===== src/rtl/core/rtnp_pkg.sv =====
`default_nettype none
package rtnp_pkg;

    // configuration register indexes
    localparam logic [1:0] CFG_NOTE_LEN = 2'd0;
    localparam logic [1:0] CFG_OCTAVE   = 2'd1;
    localparam logic [1:0] CFG_TEMPO    = 2'd2;

    // configuration reset values
    localparam logic [15:0] RST_NOTE_LEN = 16'd4;
    localparam logic [3:0]  RST_OCTAVE   = 4'd6;
    localparam logic [15:0] RST_TEMPO    = 16'd63;

    // fixed octave offset added to every note
    localparam logic [4:0] OCTAVE_SHIFT = 5'd0;

    // divider geometry: 18 bit dividend, 16 bit divisor
    localparam int          DIV_STEPS   = 18;
    localparam logic [4:0]  DIV_LAST    = 5'(DIV_STEPS - 1);
    localparam logic [17:0] MS_PER_MIN  = 18'd60000;

    // one command from the parser to the timing unit
    typedef struct packed {
        logic        is_tempo;   // tempo field, else a finished note
        logic [15:0] value;      // tempo in bpm, or note length divisor
        logic [3:0]  note_code;
        logic [3:0]  octave;
        logic        dotted;
        logic        tune_end;
    } t_cmd;

    // octave plus fixed shift, saturating at 15
    function automatic logic [3:0] shifted_octave(input logic [3:0] oct);
        logic [4:0] sum;
        sum = {1'b0, oct} + OCTAVE_SHIFT;
        return (sum > 5'd15) ? 4'd15 : sum[3:0];
    endfunction

endpackage
`default_nettype wire


===== src/rtl/core/rtttl_note_parser_unit.sv =====
`default_nettype none
// RTTTL tune parser. Characters enter one per cycle on the input channel while
// the two-entry command queue has room; a character that ends a note, or a
// tempo field, places one command in the queue. The timing unit behind the
// queue runs an 18-step restoring divider for each note and each nonzero tempo
// field (load, 18 steps, finish); a zero tempo field skips the divider. A note
// is then held in the output register until taken. A note is reported when
// the character after it arrives, or on the terminator 0 with tune_end set.
// Configuration writes are always accepted (ready is always high); index 3 is
// ignored.
module rtttl_note_parser_unit (
    input  wire logic        i_clk,
    input  wire logic        i_rst_n,
    input  wire logic        i_in_valid,
    output logic             o_in_ready,
    input  wire logic [7:0]  i_char_code,
    input  wire logic        i_tune_start,
    output logic             o_out_valid,
    input  wire logic        i_out_ready,
    output logic [3:0]       o_note_code,
    output logic [3:0]       o_octave,
    output logic [18:0]      o_duration_ms,
    output logic             o_tune_end,
    output logic             o_tempo_error,
    input  wire logic        i_cfg_valid,
    output logic             o_cfg_ready,
    input  wire logic [1:0]  i_cfg_index,
    input  wire logic [15:0] i_cfg_data
);
    import rtnp_pkg::*;

    logic q_full, q_valid, push, pop;
    t_cmd push_cmd, head_cmd;

    rtnp_front u_front (
        .i_clk        (i_clk),
        .i_rst_n      (i_rst_n),
        .i_in_valid   (i_in_valid),
        .o_in_ready   (o_in_ready),
        .i_char_code  (i_char_code),
        .i_tune_start (i_tune_start),
        .i_cfg_valid  (i_cfg_valid),
        .o_cfg_ready  (o_cfg_ready),
        .i_cfg_index  (i_cfg_index),
        .i_cfg_data   (i_cfg_data),
        .i_q_full     (q_full),
        .o_push       (push),
        .o_cmd        (push_cmd)
    );

    rtnp_cmd_queue u_queue (
        .i_clk   (i_clk),
        .i_rst_n (i_rst_n),
        .i_push  (push),
        .i_cmd   (push_cmd),
        .i_pop   (pop),
        .o_full  (q_full),
        .o_valid (q_valid),
        .o_cmd   (head_cmd)
    );

    rtnp_back u_back (
        .i_clk         (i_clk),
        .i_rst_n       (i_rst_n),
        .i_cmd_valid   (q_valid),
        .i_cmd         (head_cmd),
        .o_pop         (pop),
        .o_out_valid   (o_out_valid),
        .i_out_ready   (i_out_ready),
        .o_note_code   (o_note_code),
        .o_octave      (o_octave),
        .o_duration_ms (o_duration_ms),
        .o_tune_end    (o_tune_end),
        .o_tempo_error (o_tempo_error)
    );

endmodule
`default_nettype wire


===== src/rtl/core/rtnp_front.sv =====
`default_nettype none
module rtnp_front (
    input  wire logic            i_clk,
    input  wire logic            i_rst_n,
    input  wire logic            i_in_valid,
    output logic                 o_in_ready,
    input  wire logic [7:0]      i_char_code,
    input  wire logic            i_tune_start,
    input  wire logic            i_cfg_valid,
    output logic                 o_cfg_ready,
    input  wire logic [1:0]      i_cfg_index,
    input  wire logic [15:0]     i_cfg_data,
    input  wire logic            i_q_full,
    output logic                 o_push,
    output rtnp_pkg::t_cmd       o_cmd
);
    import rtnp_pkg::*;

    // parse phases
    localparam logic [3:0] PH_IDLE  = 4'd0;
    localparam logic [3:0] PH_NAME  = 4'd1;
    localparam logic [3:0] PH_HDR_D = 4'd2;
    localparam logic [3:0] PH_HDR_O = 4'd3;
    localparam logic [3:0] PH_HDR_B = 4'd4;
    localparam logic [3:0] PH_D_NUM = 4'd5;
    localparam logic [3:0] PH_O_DIG = 4'd6;
    localparam logic [3:0] PH_B_NUM = 4'd7;
    localparam logic [3:0] PH_N_NUM = 4'd8;
    localparam logic [3:0] PH_N_SHP = 4'd9;
    localparam logic [3:0] PH_N_DOT = 4'd10;
    localparam logic [3:0] PH_N_OCT = 4'd11;
    localparam logic [3:0] PH_N_COM = 4'd12;

    localparam logic [7:0] CH_NUL   = 8'h00;
    localparam logic [7:0] CH_COLON = 8'h3A;
    localparam logic [7:0] CH_SHARP = 8'h23;
    localparam logic [7:0] CH_DOT   = 8'h2E;
    localparam logic [7:0] CH_COMMA = 8'h2C;
    localparam logic [7:0] CH_ZERO  = 8'h30;
    localparam logic [7:0] CH_THREE = 8'h33;
    localparam logic [7:0] CH_SEVEN = 8'h37;
    localparam logic [7:0] CH_NINE  = 8'h39;
    localparam logic [7:0] CH_LO_A  = 8'h61;
    localparam logic [7:0] CH_LO_B  = 8'h62;
    localparam logic [7:0] CH_LO_C  = 8'h63;
    localparam logic [7:0] CH_LO_D  = 8'h64;
    localparam logic [7:0] CH_LO_E  = 8'h65;
    localparam logic [7:0] CH_LO_F  = 8'h66;
    localparam logic [7:0] CH_LO_G  = 8'h67;
    localparam logic [7:0] CH_LO_O  = 8'h6F;

    // accumulate one decimal digit, saturating at 65535
    function automatic logic [15:0] add_digit(input logic [15:0] acc, input logic [3:0] dig);
        logic [19:0] v;
        v = {1'b0, acc, 3'b000} + {3'b000, acc, 1'b0} + {16'd0, dig};
        return (v > 20'd65535) ? 16'hFFFF : v[15:0];
    endfunction

    // note letter to semitone code, anything else is a rest
    function automatic logic [3:0] letter_code(input logic [7:0] ch);
        logic [3:0] code;
        unique case (ch)
            CH_LO_C: code = 4'd1;
            CH_LO_D: code = 4'd3;
            CH_LO_E: code = 4'd5;
            CH_LO_F: code = 4'd6;
            CH_LO_G: code = 4'd8;
            CH_LO_A: code = 4'd10;
            CH_LO_B: code = 4'd12;
            default: code = 4'd0;
        endcase
        return code;
    endfunction

    logic [15:0] r_dflt_len, r_dflt_tempo;
    logic [3:0]  r_dflt_oct;

    logic [3:0]  r_phase, n_phase;
    logic [15:0] r_acc, n_acc;
    logic        r_skip, n_skip;
    logic [15:0] r_tlen, n_tlen;
    logic [3:0]  r_toct, n_toct;
    logic        r_pv, n_pv;
    logic [3:0]  r_psem, n_psem;
    logic [3:0]  r_poct, n_poct;
    logic [15:0] r_pdiv, n_pdiv;
    logic        r_pdot, n_pdot;

    logic        accept, is_dig, note_char;
    logic [15:0] div_sel;

    assign o_in_ready  = ~i_q_full;
    assign o_cfg_ready = 1'b1;
    assign accept      = i_in_valid & ~i_q_full;
    assign is_dig      = (i_char_code >= CH_ZERO) && (i_char_code <= CH_NINE);

    // configuration registers
    always_ff @(posedge i_clk) begin
        if (!i_rst_n) begin
            r_dflt_len   <= RST_NOTE_LEN;
            r_dflt_oct   <= RST_OCTAVE;
            r_dflt_tempo <= RST_TEMPO;
        end else if (i_cfg_valid) begin
            if (i_cfg_index == CFG_NOTE_LEN) r_dflt_len <= i_cfg_data;
            if (i_cfg_index == CFG_OCTAVE)   r_dflt_oct <= i_cfg_data[3:0];
            if (i_cfg_index == CFG_TEMPO)    r_dflt_tempo <= i_cfg_data;
        end
    end

    // character parser
    always_comb begin
        n_phase   = r_phase;
        n_acc     = r_acc;
        n_skip    = r_skip;
        n_tlen    = r_tlen;
        n_toct    = r_toct;
        n_pv      = r_pv;
        n_psem    = r_psem;
        n_poct    = r_poct;
        n_pdiv    = r_pdiv;
        n_pdot    = r_pdot;
        note_char = 1'b0;
        div_sel   = 16'd1;
        o_push    = 1'b0;
        o_cmd     = '{is_tempo: 1'b0, value: r_pdiv, note_code: r_psem,
                      octave: r_poct, dotted: r_pdot, tune_end: 1'b0};

        if (accept) begin
            // restart on tune start, pending note dropped
            if (i_tune_start) begin
                n_phase = PH_NAME;
                n_acc   = 16'd0;
                n_skip  = 1'b0;
                n_tlen  = r_dflt_len;
                n_toct  = r_dflt_oct;
                n_pv    = 1'b0;
            end

            if (n_phase == PH_IDLE) begin
                n_phase = PH_IDLE;
            end else if (i_char_code == CH_NUL) begin
                // terminator closes any pending note
                if (n_pv) begin
                    o_push         = 1'b1;
                    o_cmd.tune_end = 1'b1;
                    n_pv           = 1'b0;
                end
                n_phase = PH_IDLE;
                n_acc   = 16'd0;
                n_skip  = 1'b0;
            end else if (n_skip && (n_phase < PH_N_NUM)) begin
                n_skip = 1'b0;
            end else begin
                unique case (n_phase)
                    PH_NAME: begin
                        if (i_char_code == CH_COLON) n_phase = PH_HDR_D;
                    end
                    PH_HDR_D, PH_HDR_O, PH_HDR_B: begin
                        if (i_char_code == CH_LO_D && n_phase == PH_HDR_D) begin
                            n_acc   = 16'd0;
                            n_skip  = 1'b1;
                            n_phase = PH_D_NUM;
                        end else if (i_char_code == CH_LO_O && n_phase != PH_HDR_B) begin
                            n_skip  = 1'b1;
                            n_phase = PH_O_DIG;
                        end else if (i_char_code == CH_LO_B) begin
                            n_acc   = 16'd0;
                            n_skip  = 1'b1;
                            n_phase = PH_B_NUM;
                        end else begin
                            o_push         = 1'b1;
                            o_cmd.is_tempo = 1'b1;
                            o_cmd.value    = r_dflt_tempo;
                            n_acc          = 16'd0;
                            n_phase        = PH_N_NUM;
                            note_char      = 1'b1;
                        end
                    end
                    PH_D_NUM: begin
                        if (is_dig) begin
                            n_acc = add_digit(n_acc, i_char_code[3:0]);
                        end else begin
                            if (n_acc != 16'd0) n_tlen = n_acc;
                            n_acc   = 16'd0;
                            n_phase = PH_HDR_O;
                        end
                    end
                    PH_O_DIG: begin
                        if (i_char_code >= CH_THREE && i_char_code <= CH_SEVEN)
                            n_toct = i_char_code[3:0];
                        n_skip  = 1'b1;
                        n_phase = PH_HDR_B;
                    end
                    PH_B_NUM: begin
                        if (is_dig) begin
                            n_acc = add_digit(n_acc, i_char_code[3:0]);
                        end else begin
                            o_push         = 1'b1;
                            o_cmd.is_tempo = 1'b1;
                            o_cmd.value    = n_acc;
                            n_acc          = 16'd0;
                            n_phase        = PH_N_NUM;
                        end
                    end
                    PH_N_SHP, PH_N_DOT, PH_N_OCT, PH_N_COM: begin
                        if (i_char_code == CH_SHARP && n_phase == PH_N_SHP) begin
                            n_psem  = n_psem + 4'd1;
                            n_phase = PH_N_DOT;
                        end else if (i_char_code == CH_DOT && n_phase <= PH_N_DOT) begin
                            n_pdot  = 1'b1;
                            n_phase = PH_N_OCT;
                        end else if (is_dig && n_phase <= PH_N_OCT) begin
                            n_poct  = shifted_octave(i_char_code[3:0]);
                            n_phase = PH_N_COM;
                        end else if (i_char_code == CH_COMMA) begin
                            n_acc   = 16'd0;
                            n_phase = PH_N_NUM;
                        end else begin
                            o_push    = 1'b1;
                            n_pv      = 1'b0;
                            n_acc     = 16'd0;
                            n_phase   = PH_N_NUM;
                            note_char = 1'b1;
                        end
                    end
                    PH_N_NUM: begin
                        if (n_pv) begin
                            o_push = 1'b1;
                            n_pv   = 1'b0;
                        end
                        note_char = 1'b1;
                    end
                    default: begin
                        n_phase = PH_IDLE;
                    end
                endcase

                // duration digit or note letter at a note start
                if (note_char) begin
                    if (is_dig) begin
                        n_acc = add_digit(n_acc, i_char_code[3:0]);
                    end else begin
                        div_sel = (n_acc != 16'd0) ? n_acc : n_tlen;
                        n_pdiv  = (div_sel == 16'd0) ? 16'd1 : div_sel;
                        n_psem  = letter_code(i_char_code);
                        n_poct  = shifted_octave(n_toct);
                        n_pdot  = 1'b0;
                        n_pv    = 1'b1;
                        n_acc   = 16'd0;
                        n_phase = PH_N_SHP;
                    end
                end
            end
        end
    end

    always_ff @(posedge i_clk) begin
        if (!i_rst_n) begin
            r_phase <= PH_IDLE;
            r_acc   <= 16'd0;
            r_skip  <= 1'b0;
            r_tlen  <= RST_NOTE_LEN;
            r_toct  <= RST_OCTAVE;
            r_pv    <= 1'b0;
        end else begin
            r_phase <= n_phase;
            r_acc   <= n_acc;
            r_skip  <= n_skip;
            r_tlen  <= n_tlen;
            r_toct  <= n_toct;
            r_pv    <= n_pv;
        end
    end

    // pending note payload
    always_ff @(posedge i_clk) begin
        r_psem <= n_psem;
        r_poct <= n_poct;
        r_pdiv <= n_pdiv;
        r_pdot <= n_pdot;
    end

endmodule
`default_nettype wire


===== src/rtl/core/rtnp_cmd_queue.sv =====
`default_nettype none
module rtnp_cmd_queue (
    input  wire logic            i_clk,
    input  wire logic            i_rst_n,
    input  wire logic            i_push,
    input  wire rtnp_pkg::t_cmd  i_cmd,
    input  wire logic            i_pop,
    output logic                 o_full,
    output logic                 o_valid,
    output rtnp_pkg::t_cmd       o_cmd
);
    import rtnp_pkg::*;

    t_cmd       r_mem [2];
    logic       r_wptr, r_rptr;
    logic [1:0] r_count;

    assign o_full  = (r_count == 2'd2);
    assign o_valid = (r_count != 2'd0);
    assign o_cmd   = r_mem[r_rptr];

    // storage
    always_ff @(posedge i_clk) begin
        if (i_push) r_mem[r_wptr] <= i_cmd;
    end

    // pointers and fill count
    always_ff @(posedge i_clk) begin
        if (!i_rst_n) begin
            r_wptr  <= 1'b0;
            r_rptr  <= 1'b0;
            r_count <= 2'd0;
        end else begin
            if (i_push) r_wptr <= ~r_wptr;
            if (i_pop)  r_rptr <= ~r_rptr;
            unique case ({i_push, i_pop})
                2'b10:   r_count <= r_count + 2'd1;
                2'b01:   r_count <= r_count - 2'd1;
                default: r_count <= r_count;
            endcase
        end
    end

endmodule
`default_nettype wire


===== src/rtl/core/rtnp_back.sv =====
`default_nettype none
module rtnp_back (
    input  wire logic            i_clk,
    input  wire logic            i_rst_n,
    input  wire logic            i_cmd_valid,
    input  wire rtnp_pkg::t_cmd  i_cmd,
    output logic                 o_pop,
    output logic                 o_out_valid,
    input  wire logic            i_out_ready,
    output logic [3:0]           o_note_code,
    output logic [3:0]           o_octave,
    output logic [18:0]          o_duration_ms,
    output logic                 o_tune_end,
    output logic                 o_tempo_error
);
    import rtnp_pkg::*;

    localparam logic [1:0] S_IDLE = 2'd0;
    localparam logic [1:0] S_DIV  = 2'd1;
    localparam logic [1:0] S_FIN  = 2'd2;

    logic [1:0]  r_state;
    logic [4:0]  r_cnt;
    logic [15:0] r_rem, r_dvsr;
    logic [17:0] r_quo;
    logic [17:0] r_whole;
    logic        r_tzero;
    t_cmd        r_cur;
    logic        r_out_valid;

    logic [16:0] trial;
    logic        ge;
    logic [16:0] diff;
    logic [18:0] len;
    logic        out_free;
    logic        out_load;

    assign o_pop       = (r_state == S_IDLE) && i_cmd_valid;
    assign o_out_valid = r_out_valid;
    assign out_free    = ~r_out_valid | i_out_ready;
    assign out_load    = (r_state == S_FIN) && !r_cur.is_tempo && out_free;

    // one restoring division step
    assign trial = {r_rem, r_quo[17]};
    assign ge    = (trial >= {1'b0, r_dvsr});
    assign diff  = trial - {1'b0, r_dvsr};

    // note length with optional half added for a dot
    assign len = r_cur.dotted ? ({1'b0, r_quo} + {2'b00, r_quo[17:1]}) : {1'b0, r_quo};

    // sequencer, divider and tempo state
    always_ff @(posedge i_clk) begin
        if (!i_rst_n) begin
            r_state     <= S_IDLE;
            r_cnt       <= 5'd0;
            r_whole     <= 18'd0;
            r_tzero     <= 1'b0;
            r_out_valid <= 1'b0;
        end else begin
            if (out_load) begin
                r_out_valid <= 1'b1;
            end else if (i_out_ready) begin
                r_out_valid <= 1'b0;
            end
            unique case (r_state)
                S_IDLE: begin
                    if (i_cmd_valid) begin
                        r_cur  <= i_cmd;
                        r_rem  <= 16'd0;
                        r_dvsr <= i_cmd.value;
                        r_cnt  <= 5'd0;
                        r_quo  <= i_cmd.is_tempo ? MS_PER_MIN : r_whole;
                        if (i_cmd.is_tempo && i_cmd.value == 16'd0) begin
                            r_whole <= 18'd0;
                            r_tzero <= 1'b1;
                        end else begin
                            r_state <= S_DIV;
                        end
                    end
                end
                S_DIV: begin
                    r_rem <= ge ? diff[15:0] : trial[15:0];
                    r_quo <= {r_quo[16:0], ge};
                    r_cnt <= r_cnt + 5'd1;
                    if (r_cnt == DIV_LAST) r_state <= S_FIN;
                end
                S_FIN: begin
                    if (r_cur.is_tempo) begin
                        r_whole <= {r_quo[15:0], 2'b00};
                        r_tzero <= 1'b0;
                        r_state <= S_IDLE;
                    end else if (out_free) begin
                        r_state <= S_IDLE;
                    end
                end
                default: r_state <= S_IDLE;
            endcase
        end
    end

    // result register
    always_ff @(posedge i_clk) begin
        if (out_load) begin
            o_note_code   <= r_cur.note_code;
            o_octave      <= r_cur.octave;
            o_duration_ms <= r_tzero ? 19'd0 : len;
            o_tune_end    <= r_cur.tune_end;
            o_tempo_error <= r_tzero;
        end
    end

endmodule
`default_nettype wire

===== config.mk =====
export PLATFORM = sky130hd
export DESIGN_NAME = rtttl_note_parser_unit
export DESIGN_NICKNAME = d
export VERILOG_FILES = /design/src/rtl/core/rtnp_pkg.sv /design/src/rtl/core/rtttl_note_parser_unit.sv /design/src/rtl/core/rtnp_front.sv /design/src/rtl/core/rtnp_cmd_queue.sv /design/src/rtl/core/rtnp_back.sv
export SDC_FILE = /design/constraint.sdc
export NUM_CORES = 1
export LEC_CHECK = 0
export BUFFER_PORTS_ARGS = -buffer_cell sky130_fd_sc_hd__buf_2
export CORE_ASPECT_RATIO = 0.9
export CORE_MARGIN = 2
export CORE_UTILIZATION = 55
export CTS_CLUSTER_DIAMETER = 60
export DETAILED_ROUTE_END_ITERATION = 7
export PLACE_DENSITY = 0.75
export SYNTH_ARGS = -nofsm -noshare
export SYNTH_HDL_FRONTEND = slang
export SYNTH_SLANG_ARGS = --single-unit

===== constraint.sdc =====
create_clock -name i_clk -period 6.7 [get_ports i_clk]
set_input_delay 0.67 -clock i_clk [delete_from_list [all_inputs] [get_ports i_clk]]
set_output_delay 0.67 -clock i_clk [all_outputs]
set_load 0.005 [all_outputs]

Word-level counts from Yosys, hierarchy flattened. Memories as Yosys holds them, arrays and structs flattened. A register that Yosys moved wholly into a read port is not among the register bits. Cells that the tools add are included.

Add/sub/neg operators: 10. Order comparisons: 12. Equal/unequal tests: 39. Muxes and demuxes: 159. Bitwise operators: 11. Reductions and logical operators: 40.

Operators by type and width (count): 16-bit two-way mux (33); 4-bit two-way mux (37); 17-bit two-way mux (8); 18-bit two-way mux (6); 18-bit one-hot mux with 2 select lines (2); 8-bit by 7-bit equality test with 1-bit output (second input constant) (8); 4-bit one-hot mux with 7 select lines (2); 1-bit two-way mux (53); 16-bit one-hot mux with 3 select lines (1); 19-bit by 17-bit adder with 20-bit output (2); 20-bit by 4-bit adder with 20-bit output (2); 20-bit by 16-bit > comparator with 1-bit output (second input constant) (2); 17-bit one-hot mux with 2 select lines (1); 8-bit by 6-bit equality test with 1-bit output (second input constant) (4); 16-bit zero test (2); 16-bit one-hot mux with 2 select lines (1); 16-bit nonzero test (2); 4-bit equality test (second input constant) (5); 18-bit by 17-bit adder with 19-bit output (1); 17-bit by 16-bit greater-or-equal comparator with 1-bit output (1); 4-bit by 3-bit equality test with 1-bit output (second input constant) (4); 8-bit by 6-bit greater-or-equal comparator with 1-bit output (second input constant) (2); 8-bit by 6-bit <= comparator with 1-bit output (second input constant) (2); 16-bit subtractor (1); other kinds (41) (89).

Register bits after elaboration: 224. RAM bits: 54. Bits of input ports: 32. Output and inout bits: 32. Memories kept: 1.

Memories: u_queue.r_mem (words 2, width 27, rd ports 1, clocked after memory_dff 1, write ports 1, line rtnp_cmd_queue.sv:14) `t_cmd r_mem [2];`.

Logic depth before layout (Yosys ltp).
Depth after elaboration: 23. Gate-level depth with buffers: 29. Mapped depth without buffers: 26.

Hierarchy. A second synthesis with hierarchy kept.

Cells, all modules: 1826. Area total of the unflattened synthesis: 17147.7 µm².

Modules (own cells, without submodules): rtnp_front (instances 1, cells each 1102, area each 8575.7 µm², seq. area each 2312.2 µm²); rtnp_back (instances 1, cells each 618, area each 6409.9 µm², seq. area each 3203.1 µm²); rtnp_cmd_queue (instances 1, cells each 106, area each 2162.1 µm², seq. area each 1721.7 µm²).

Least setup slack after synthesis. OpenSTA, ideal clock, no wires.

Kind: input -> register. From: input port i_tune_start. To: register u_front.r_acc[10]. Setup time: 0.118 ns. Data arrival time: 7.060 ns. Path slack: -0.478 ns. Stages on the path: 28. Path buffers: 4. Path through: buf_2 > buf_1 > clkbuf_1 > nor2b_1 > ha_1 > ha_1 > a2111o_1 > a21o_1 > a22oi_1 > mux2i_1 > o211ai_2 > or2_2 > nor2_1 > o21ai_0 > inv_1 > fa_1 > inv_1 > fa_1 > a211o_1 > a2111oi_2 > o31ai_1 > o21a_1 > nor4_1 > o21a_1 > nand4_2 > buf_2 > o221ai_1 > nand2_1.

Cells in the longest elaborated chain, start to end: 21. Elaborated cells between the ends (all ways): 64.

Ends and longest elaborated chain: start, declared (line rtttl_note_parser_unit.sv:17) `input wire logic i_tune_start,`; 16-bit two-way mux or 4-bit two-way mux (tied branches) (line rtnp_front.sv:130) `if (i_tune_start) begin`; 16-bit two-way mux or 4-bit two-way mux (tied branches) (line rtnp_front.sv:128) `if (accept) begin`; 19-bit by 17-bit adder with 20-bit output or 4-bit <= comparator (tied branches) (line rtnp_front.sv:55, rtnp_front.sv:212); 20-bit by 4-bit adder with 20-bit output or 1-bit logical AND (tied branches) (line rtnp_front.sv:55, rtnp_front.sv:212); 20-bit by 16-bit > comparator with 1-bit output or 16-bit two-way mux (tied branches) (line rtnp_front.sv:56, rtnp_front.sv:212); 16-bit two-way mux, on equally long branches (line rtnp_front.sv:56, rtnp_front.sv:209); 16-bit two-way mux, on equally long branches (line rtnp_front.sv:180, rtnp_front.sv:195, rtnp_front.sv:206); 16-bit one-hot mux with 3 select lines (line rtnp_front.sv:154) `unique case (n_phase)`; [5 not listed]; 20-bit by 4-bit adder with 20-bit output (line rtnp_front.sv:55) `v = {1'b0, acc, 3'b000} + {3'b000, acc, 1'b0} + {16'd0, dig};`; 20-bit by 16-bit > comparator with 1-bit output (line rtnp_front.sv:56) `return (v > 20'd65535) ? 16'hFFFF : v[15:0];`; 16-bit two-way mux (line rtnp_front.sv:56); 16-bit two-way mux (line rtnp_front.sv:240) `if (is_dig) begin`; 16-bit two-way mux (line rtnp_front.sv:239) `if (note_char) begin`; 16-bit two-way mux (line rtnp_front.sv:151) `end else if (n_skip && (n_phase < PH_N_NUM)) begin`; 16-bit two-way mux (line rtnp_front.sv:141) `end else if (i_char_code == CH_NUL) begin`; 16-bit two-way mux (*) (line rtnp_front.sv:139) `if (n_phase == PH_IDLE) begin`; end signal, assigned (line rtnp_front.sv:267) `r_acc <= n_acc;`; end, declared (line rtnp_front.sv:79) `logic [15:0] r_acc, n_acc;`.

Mark *: on every way between the ends. The rest lies on a longest branch, timed or not. The select of a mux whose other input is x is not followed. A chain may end at the register's enable or synchronous reset.

Worst setup path after layout.
From: register u_front.r_acc[0]. To: register u_front.r_acc[0].

Cells in the longest elaborated chain, start to end: 21. Elaborated cells between the ends (all ways): 26.

Ends and longest elaborated chain (line): 16-bit two-way mux (*) (rtnp_front.sv:130); 16-bit two-way mux (*) (rtnp_front.sv:128); 19-bit by 17-bit adder with 20-bit output (rtnp_front.sv:55); 20-bit by 4-bit adder with 20-bit output (rtnp_front.sv:55); 20-bit by 16-bit > comparator with 1-bit output (rtnp_front.sv:56); 16-bit two-way mux (rtnp_front.sv:56); 16-bit two-way mux (rtnp_front.sv:180, rtnp_front.sv:195); 16-bit one-hot mux with 3 select lines (rtnp_front.sv:154); [5 not listed]; 20-bit by 4-bit adder with 20-bit output (rtnp_front.sv:55); 20-bit by 16-bit > comparator with 1-bit output (rtnp_front.sv:56); 16-bit two-way mux (rtnp_front.sv:56); 16-bit two-way mux (rtnp_front.sv:240); 16-bit two-way mux (rtnp_front.sv:239); 16-bit two-way mux (rtnp_front.sv:151); 16-bit two-way mux (rtnp_front.sv:141); 16-bit two-way mux (*) (rtnp_front.sv:139).

Marked as above.

==> results.toml <==
[critical_path]
crit_end = "u_front.r_acc[0]"
crit_type = "flop to flop"
start_kind = "flop"
startpoint = "u_front.r_acc[0]"
r2r_slack_ns = 0.37
reg2reg_depth = 25
worstSetupEndpointType = "flop"
r2r_end = "u_front.r_acc[0]"
required_ns = 7.13
arrival_ns = 6.76
r2r_start = "u_front.r_acc[0]"
crit_fanout = 14

[synthesis]
netlist_area_mm2 = 0.0167
seq_area_frac_synth_pct = 43.3
yosys.area.top_type_share_pct = 30.4
synth-edff-count = 169
postSynthNetCount = 1881
synth_area_leaders = "edfxtp_1 (30%), dfxtp_1 (13%), ha_1 (7.6%)"
synth_top_area_cell = "edfxtp_1"
syn_area_per_cell_um2 = 9.58
ys_warn_count = 0
ys_async_sr_fraction_pct = 0
synth-seq-cells = 277
netlist_instances = 1743
synthDistinctLibCells = 94
ys.flop_type = "edfxtp_1"

[global_routing]
grt_max_degree = 74
grt_use_total_pct = 28.7
grt_pass1_vias = 13600
gr-total-overflow = 0
antenna_found_initial = 0
grt_pass1_wl_mm = 73.0

[sta]
worst_pin_slew_ns = 1.11
layout_setup_ws_ns = 0.374
clock-skew-final_ns = 0.0288
post-route-min-period_ns = 6.33
maxSlewViolCount = 0
max_freq_mhz = 158
fin_tns_setup_ns = 0
setup-violations-final = 0
relSlewSlack_pct = 25.4
hold_viol_final = 0
hold_ws_ns = 0.335
fin_crit_sh_pct = 94.4

[cts]
insertion_delay_ns = 0.58
cts_tree = "yes"
clkSlewWorstSetupHoldPaths_ns = 0.06
numCtsBuffers = 30
cts_sinks = 277
hold_buffers = 0
clockRootBuffer = "clkbuf_16"
clock_tree.buffer_depth = 3
cts.htree.levels = 1

[finish]
top_register = "u_queue.r_mem"
multi_input_area_mm2 = 0.00902
area_growth_pct = 15.3
drive_gt1_share_pct = 16.9
ff_latch_area_mm2 = 0.00724
largest_reg_flops = 54
nNetsFinal = 1996
top_regs = "u_queue.r_mem (54), u_back.o_duration_ms (19), u_back.r_quo (18)"
final_area_mm2 = 0.0192
fillCellCount = 2429

[detailed_routing]
wl_met2_mm = 21.5
routedLengthMet1_mm = 19.8
num_vias = 14000
drtPass1Iterations = 6
routed_wl_mm = 46.2
wl_per_cell_um = 20.2
postRouteAntennaNets = 0
dr_wl_met3_mm = 3.74
drc = 0
via_per_inst = 6.12
top_layer_used = "met4"
drt-initial-drc-count = 1367

[die]
core_area_mm2 = 0.0299
start_util_pct = 55.9
io_pins = 64
die_w_um = 188
die_h_um = 169
die_area_mm2 = 0.0318
rows = 60

[place]
pre_cts_ws_ns = -0.0389
io_buffers = 62
gp_congestion = 0.974
hpwl_mm = 34.2
dpl_cell_area_mm2 = 0.0181

[power_and_ir_drop]
powerDensity_mw_per_mm2 = 263
ir_worst_vdd_mv = 0.229
power_mw = 5.05
p_leak_nw = 7.91

[worst_hold_path]
hold_class = "primary input to flop"

[run]
max_cap_viol_count = 0

[status]
status = "completed"
==> final cells by class <==
cell class                 instances  share of cell area (%)
clock inverter                    20                    1.55
antenna                            2                  0.0260
clock buffer                      36                    4.29
tap                              403                    2.62
timing repair buffer             173                    6.01
inverter                          53                    1.03
multi-input combinational       1323                    46.9
sequential                       277                    37.6
==> where the power goes <==
group          total, mW  internal, mW  leakage (nW)  switching (mW)
Combinational       1.15         0.481          4.96           0.669
Sequential          2.07          1.97          2.40           0.108
Clock               1.83          1.12         0.550           0.708
==> worst max-delay path, stage by stage, from the launching register on <==
cell       delay [ns]
dfxtp_1          0.38
nor2b_2          0.20
xnor2_1          0.14
ha_1             0.29
fa_1             0.47
a211oi_2         0.28
o21ai_2          0.14
a211oi_2         0.24
buf_4            0.16
mux2i_1          0.21
o211ai_2         0.12
or2_4            0.29
o21ai_0          0.27
nand2_1          0.25
ha_1             0.34
ha_1             0.31
a211o_1          0.34
a2111oi_4        0.34
o31ai_2          0.14
o21a_1           0.24
nor4_1           0.27
o21a_1           0.18
nand4_2          0.13
buf_12           0.20
o21ai_0          0.16
o21ai_0          0.11
==> metrics by stage <==
step / utilization, % / instances
after global routing: 64.4 / 2285
after detailed placement: 60.5 / 2228
after floorplan: - / 1743
after global placement: 60.5 / 2228
final: 64.4 / 2287
after CTS: 64.3 / 2284
==> cells by family after synthesis <==
kind of cell | count (synthesis) | synth area share, %
AO/OA/AOI/OAI | 454 | 18.6
buffers and inverters | 143 | 3.59
XOR/XNOR | 55 | 2.89
other | 1 | 0.0225
flip-flops | 277 | 43.3
AND/OR/NAND/NOR | 630 | 18.5
adder cells (fa/ha/maj) | 106 | 8.17
multiplexers | 77 | 4.87
==> worst min-delay path by stage <==
stage                    startpoint                      end  slack [ns]  cells past startpoint
CTS                   i_cfg_data[5]  u_front.r_dflt_tempo[5]        0.32                      3
detailed placement  u_back.r_cur[9]    u_back.o_note_code[3]        0.41                      0
floorplan           u_back.r_cur[6]    u_back.o_note_code[0]        0.40                      0
global route          i_cfg_data[5]  u_front.r_dflt_tempo[5]        0.33                      3
global placement    u_back.r_cur[9]    u_back.o_note_code[3]        0.40                      0
finish                i_cfg_data[5]  u_front.r_dflt_tempo[5]        0.33                      3
==> repair_timing <==
action	in CTS	in global routing
hold endpoints to repair	0	0
endpoints found under the setup margin	0	16
resized for setup	0	4
buffers inserted	0	1
==> Yosys cell counts, drive strengths merged (41+ instances only) <==
| cell | instances |
|---|---|
| edfxtp | 169 |
| nor2b | 41 |
| mux2i | 46 |
| inv | 51 |
| nand2 | 236 |
| a21boi | 50 |
| a21oi | 83 |
| nor3 | 45 |
| clkbuf | 62 |
| ha | 101 |
| dfxtp | 108 |
| o21ai | 107 |
| nor2 | 130 |
==> per-layer routing <==
metal / GRT usage [%] / up-vias
li1: - / 6660
met4: 8.08 / 0
met2: 48.0 / 585
met1: 38.3 / 6663
met5: 0 / -
met3: 5.21 / 94
==> cells in the final DEF (no fill, tap or decap), types with 21 or more instances in the layout <==
cell type | synthesis | layout
o21ai_0 | 102 | 99
ha_1 | 101 | 98
nor2b_1 | 41 | 32
inv_1 | 51 | 51
a21boi_0 | 48 | 48
dfxtp_1 | 108 | 108
nor2_1 | 129 | 127
a22oi_1 | 26 | 26
buf_4 | 1 | 110
a21oi_1 | 82 | 82
mux2_2 | 30 | 30
nand3_1 | 34 | 33
mux2i_1 | 46 | 46
edfxtp_1 | 169 | 169
nor3_1 | 44 | 43
nand2_1 | 236 | 236
clkbuf_16 | 0 | 32
o21bai_1 | 21 | 21
xnor2_1 | 37 | 37
buf_2 | 16 | 62
and2_1 | 24 | 24
(Power assumes the default switching activity.)
